`src/hdl/sspq_pkg.sv`:
```
`default_nettype none
// ----------------------------------------------------------------------------
// sspq_pkg
// Shared types and constants for the stable sorted priority queue.
// ----------------------------------------------------------------------------
package sspq_pkg;

  localparam int DefaultDepth = 16;

  localparam logic OP_INSERT = 1'b0;
  localparam logic OP_REMOVE = 1'b1;

  localparam logic [1:0] ST_OK        = 2'd0;
  localparam logic [1:0] ST_REM_EMPTY = 2'd1;
  localparam logic [1:0] ST_INS_FULL  = 2'd2;

  localparam logic signed [31:0] EMPTY_FRONT = 32'sh7FFF_FFFF;

  // Command broadcast to every cell
  typedef struct packed {
    logic               ins;
    logic               rem;
    logic signed [31:0] value;
    logic signed [31:0] prio;
  } ctl_t;

  // Entry handed between neighboring cells
  typedef struct packed {
    logic               keep;
    logic signed [31:0] value;
    logic signed [31:0] prio;
  } link_t;

endpackage
`default_nettype wire

```
`src/hdl/sspq_cell.sv`:
```
`default_nettype none
// ----------------------------------------------------------------------------
// sspq_cell
// One slot of the sorted chain: holds, takes the new entry, or shifts.
// ----------------------------------------------------------------------------
module sspq_cell (
  input  wire                  clk,
  input  wire sspq_pkg::ctl_t  ctl,
  input  wire                  occ,
  input  wire sspq_pkg::link_t prev,
  input  wire sspq_pkg::link_t next,
  output sspq_pkg::link_t      self
);

  logic signed [31:0] value_r, value_nxt;
  logic signed [31:0] prio_r, prio_nxt;

  // entry stays in place on insert when it sorts at or before the new one
  assign self.keep  = occ && (prio_r <= ctl.prio);
  assign self.value = value_r;
  assign self.prio  = prio_r;

  always_comb begin
    value_nxt = value_r;
    prio_nxt  = prio_r;
    if (ctl.ins && !self.keep) begin
      if (prev.keep) begin
        value_nxt = ctl.value;
        prio_nxt  = ctl.prio;
      end else begin
        value_nxt = prev.value;
        prio_nxt  = prev.prio;
      end
    end else if (ctl.rem) begin
      value_nxt = next.value;
      prio_nxt  = next.prio;
    end
  end

  always_ff @(posedge clk) begin
    value_r <= value_nxt;
    prio_r  <= prio_nxt;
  end

endmodule
`default_nettype wire

```
`src/hdl/stable_sorted_priority_queue.sv`:
```
`default_nettype none
// ----------------------------------------------------------------------------
// stable_sorted_priority_queue
// Shift-register sorted queue, smallest priority first, FIFO among equals.
// ----------------------------------------------------------------------------
// The result is registered: out_valid rises in the cycle after the request is accepted.
// Throughput: 1 request per cycle unless stalled; every cell compares and shifts in parallel.
// A result not yet taken holds off the next request.
// Reset: synchronous rst_n clears the count and the output valid; slots
// keep stale data until written.
module stable_sorted_priority_queue #(
  parameter int Depth = sspq_pkg::DefaultDepth,
  parameter int CntW  = $clog2(Depth + 1)
) (
  input  wire                      clk,
  input  wire                      rst_n,
  input  wire                      in_valid,
  output logic                     in_stall,
  input  wire                      in_operation,
  input  wire  signed [31:0]       in_item_value,
  input  wire  signed [31:0]       in_item_priority,
  output logic                     out_valid,
  input  wire                      out_stall,
  output logic signed [31:0]       out_front_value,
  output logic                     out_is_empty,
  output logic                     out_is_full,
  output logic [CntW-1:0]          out_entry_count,
  output logic [1:0]               out_status
);

  logic [CntW-1:0]  count_r, count_nxt;
  logic             out_valid_r, out_valid_nxt;
  logic [1:0]       status_r, status_nxt;
  logic             fire, full, empty;
  sspq_pkg::ctl_t   ctl;
  sspq_pkg::link_t  cells [Depth];
  logic [Depth-1:0] occ;

  assign in_stall = out_valid_r && out_stall;
  assign fire     = in_valid && !in_stall;
  assign full     = (count_r == CntW'(Depth));
  assign empty    = (count_r == '0);

  assign ctl.ins   = fire && (in_operation == sspq_pkg::OP_INSERT) && !full;
  assign ctl.rem   = fire && (in_operation == sspq_pkg::OP_REMOVE) && !empty;
  assign ctl.value = in_item_value;
  assign ctl.prio  = in_item_priority;

  genvar gi;
  generate
    for (gi = 0; gi < Depth; gi++) begin : g_cell
      sspq_pkg::link_t prev_l, next_l;

      assign occ[gi] = (CntW'(gi) < count_r);

      if (gi == 0) begin : g_head
        assign prev_l = '{keep: 1'b1, value: '0, prio: '0};
      end else begin : g_mid
        assign prev_l = cells[gi-1];
      end
      if (gi == Depth - 1) begin : g_tail
        assign next_l = '{keep: 1'b0, value: '0, prio: '0};
      end else begin : g_body
        assign next_l = cells[gi+1];
      end

      sspq_cell u_cell (
        .clk  (clk),
        .ctl  (ctl),
        .occ  (occ[gi]),
        .prev (prev_l),
        .next (next_l),
        .self (cells[gi])
      );
    end
  endgenerate

  always_comb begin
    count_nxt  = count_r;
    status_nxt = status_r;
    if (ctl.ins) begin
      count_nxt = count_r + 1'b1;
    end else if (ctl.rem) begin
      count_nxt = count_r - 1'b1;
    end
    if (fire) begin
      priority if (in_operation == sspq_pkg::OP_INSERT && full) begin
        status_nxt = sspq_pkg::ST_INS_FULL;
      end else if (in_operation == sspq_pkg::OP_REMOVE && empty) begin
        status_nxt = sspq_pkg::ST_REM_EMPTY;
      end else begin
        status_nxt = sspq_pkg::ST_OK;
      end
    end
    out_valid_nxt = fire ? 1'b1 : (out_valid_r && out_stall);
  end

  always_ff @(posedge clk) begin
    if (!rst_n) begin
      count_r     <= '0;
      out_valid_r <= 1'b0;
    end else begin
      count_r     <= count_nxt;
      out_valid_r <= out_valid_nxt;
    end
    status_r <= status_nxt;
  end

  assign out_valid       = out_valid_r;
  assign out_front_value = empty ? sspq_pkg::EMPTY_FRONT : cells[0].value;
  assign out_is_empty    = empty;
  assign out_is_full     = full;
  assign out_entry_count = count_r;
  assign out_status      = status_r;

endmodule
`default_nettype wire

```
`config.mk`:
```
export PLATFORM = sky130hd
export DESIGN_NAME = stable_sorted_priority_queue
export DESIGN_NICKNAME = d
export VERILOG_FILES = /design/src/hdl/sspq_pkg.sv /design/src/hdl/sspq_cell.sv /design/src/hdl/stable_sorted_priority_queue.sv
export SDC_FILE = /design/constraint.sdc
export NUM_CORES = 2
export LEC_CHECK = 0
export BUFFER_PORTS_ARGS = -buffer_cell sky130_fd_sc_hd__buf_4
export CAP_MARGIN = 20
export CORE_ASPECT_RATIO = 0.6
export CORE_MARGIN = 10
export CORE_UTILIZATION = 60
export CTS_BUF_LIST = sky130_fd_sc_hd__clkbuf_4
export CTS_CLUSTER_SIZE = 40
export DETAILED_ROUTE_END_ITERATION = 8
export PLACE_DENSITY_LB_ADDON = 0.15
export RECOVER_POWER = 100
export SLEW_MARGIN = 25
export SYNTH_ARGS = -nofsm -noshare
export SYNTH_HDL_FRONTEND = slang
export SYNTH_SLANG_ARGS = --single-unit
```
`constraint.sdc`:
```
create_clock -name clk -period 8.6 [get_ports clk]
set_input_delay 1.72 -clock clk [delete_from_list [all_inputs] [get_ports clk]]
set_output_delay 1.72 -clock clk [all_outputs]
set_load 0.01 [all_outputs]
```
==> metrics.yaml <==
grt_max_degree: 129
finalClockSkew_ps: 67.5
timing.final.crit_share: 0.872
grt_pass1_wl_um: 341000
outcome: "complete, but fails checks"
rows: 92
total_power_w: 0.0169
placed_area_um2: 66100
ioPinCount: 112
cts_tree: "built"
die_height_um: 273
avgSynthCellArea_um2: 10.6
overflow: 0
clk_pin_slew_worst_paths_ps: 70
start_kind: "register"
coreArea_um2: 105000
synthCells: 6023
synth_top_area_frac: 0.483
setup_viol: 0
wl_per_cell_um: 30.9
drc: 0
dpl.hpwl_um: 155000
ys_seq_area_frac: 0.485
cap_violations: 31
fin_area_um2: 68700
worst_setup_path_end_kind: "register"
worstMarginPinSlew_ps: 3420
wl_um: 236000
cp.required_ps: 9520
timing.setup.tns_ps: 0
worstReg2RegStart: "out_entry_count[2]"
antenna_found_initial: 11
drt_iter0_drc: 7962
startpoint: "out_entry_count[2]"
slew_headroom: -1.28
instances_no_fill: 7653
port-buffer-count: 111
yosysMostFrequentCell: "a21oi_1"
p_leak_nw: 29.2
synth_top_area_cell: "edfxtp_1"
viasPerCell: 6.98
die_area_um2: 120000
hold_class: "register to register"
worstHoldStart: "g_cell[1].u_cell.value_r[11]"
fmax_ghz: 0.133
num_vias: 53400
nNetsFinal: 6674
dp.cells: 7217
drtAntennaViolNets: 0
period_minus_slack_ps: 7500
synthTopCellsByCount: "1,068 x a21oi_1, 1,026 x edfxtp_1, 864 x mux2i_1"
vdd_drop_max_mv: 0.151
failed_checks: "capacitance limit, slew limit"
yosys_warnings: 0
maxSlewViolCount: 1159
rsz0062_at_grt: "no"
power.density_nw_per_um2: 245
crit_arrival_ps: 8420
final-hold-violation-count: 0
die_x_um: 441
synth_area_leaders: "edfxtp_1 48%, mux2i_1 14%, ha_1 10%"
track_usage: 0.381
area_growth_syn_to_layout_pct: 7.75
h-tree-depth: 5
drive_gt1_frac: 0.0990
synthArstFlopShare: 0
post_cts_buffers: 0
cts_buffer_depth: 4
cts_root_buffer: "clkbuf_4"
clock_sinks: 1032
place_congestion: 1.09
cts_hold_buffers: 0
fillerInstances: 8441
synth_cell_types: 68
synth_area_um2: 63800
grt_pass1_vias: 50300
synth_top_flop_cell: "edfxtp_1"
ys_ff_latch: 1032
post_cts_resized: 0
cts_made_buffers: 277
synthesis.nets: 6607
worst-path-max-fanout: 96
path_class: "register to register"
whs_ps: 544
insertion_delay_ps: 1250
start_util: 0.606
drtPass1Iterations: 6
r2r_slack_ps: 1100
synth-edff-count: 1026
## flip-flops by register name (all words and copies together), names as in the netlist
register and cells:
out_status 2, g_cell.u_cell.prio_r 512, g_cell.u_cell.value_r 512, out_entry_count 5, out_valid 1
## critical path: stages (launching register included)
cell	delay, ps
dfxtp_1	310
clkbuf_1	970
nor4b_1	180
clkbuf_1	380
nor3_2	290
buf_4	630
clkbuf_1	2470
o31a_2	1160
buf_12	480
a21oi_1	150
## layout make-up
type,instances,area [µm²],area share
Multi-Input combinational cell,4494,31000,0.451
Timing Repair Buffer,216,1690,0.0246
Inverter,69,259,0.00377
Sequential cell,1032,30900,0.450
Clock inverter,36,164,0.00238
Clock buffer,388,2910,0.0424
Tap cell,1410,1760,0.0257
Antenna cell,8,20.0,0.000291
## path summary, 6_finish.rpt
check,end,cells past startpoint
worst max register to register,g_cell[1].u_cell.value_r[29],9
worst min-delay path,g_cell[0].u_cell.value_r[11],1
worst max-delay path,g_cell[1].u_cell.value_r[29],9
worst min register to register,g_cell[0].u_cell.value_r[11],1
## power breakdown
part / leakage, nW / switching (W) / total [W] / internal [W]
clock: 1.86 / 0.00216 / 0.00424 / 0.00208
sequential: 9.67 / 0.000703 / 0.00748 / 0.00677
combinational: 17.7 / 0.00342 / 0.00514 / 0.00172
total: 29.2 / 0.00629 / 0.0169 / 0.0106
## cell families after synthesis
logic type      share of synthesized area
mux                                 0.147
xor+xnor                         0.000412
simple gates                       0.0990
compound gates                      0.136
buf+inv                            0.0322
flops                               0.485
fa+ha+maj                           0.101
## stage by stage
| step | util | worst slack, ps |
|---|---|---|
| after global placement | 0.627 | 1300 |
| after floorplan | - | 1310 |
| after CTS | 0.657 | 2630 |
| final | 0.653 | 1100 |
| after detailed placement | 0.628 | 1330 |
| after global routing | 0.653 | 1250 |
## per-layer routing
metal / share of wire / wire length, µm / global-route usage
met1: 0.41 / 95900 / 0.557
met2: 0.38 / 89100 / 0.486
met3: 0.18 / 42500 / 0.171
met4: 0.036 / 8560 / 0.139
met5: 0.00034 / 81 / 0
## cells in the final DEF (no fill, tap or decap), types with 69 or more instances in the layout
master	Yosys	layout
nand4_1	95	95
edfxtp_1	1026	1026
nand2_1	368	364
mux2i_1	864	864
buf_4	9	121
ha_1	515	515
nor2_1	783	783
inv_1	69	69
a221oi_1	72	72
clkbuf_4	0	392
o21ai_0	225	253
a21oi_1	1068	1066
No activity file was read; power rests on OpenSTA's default activity.
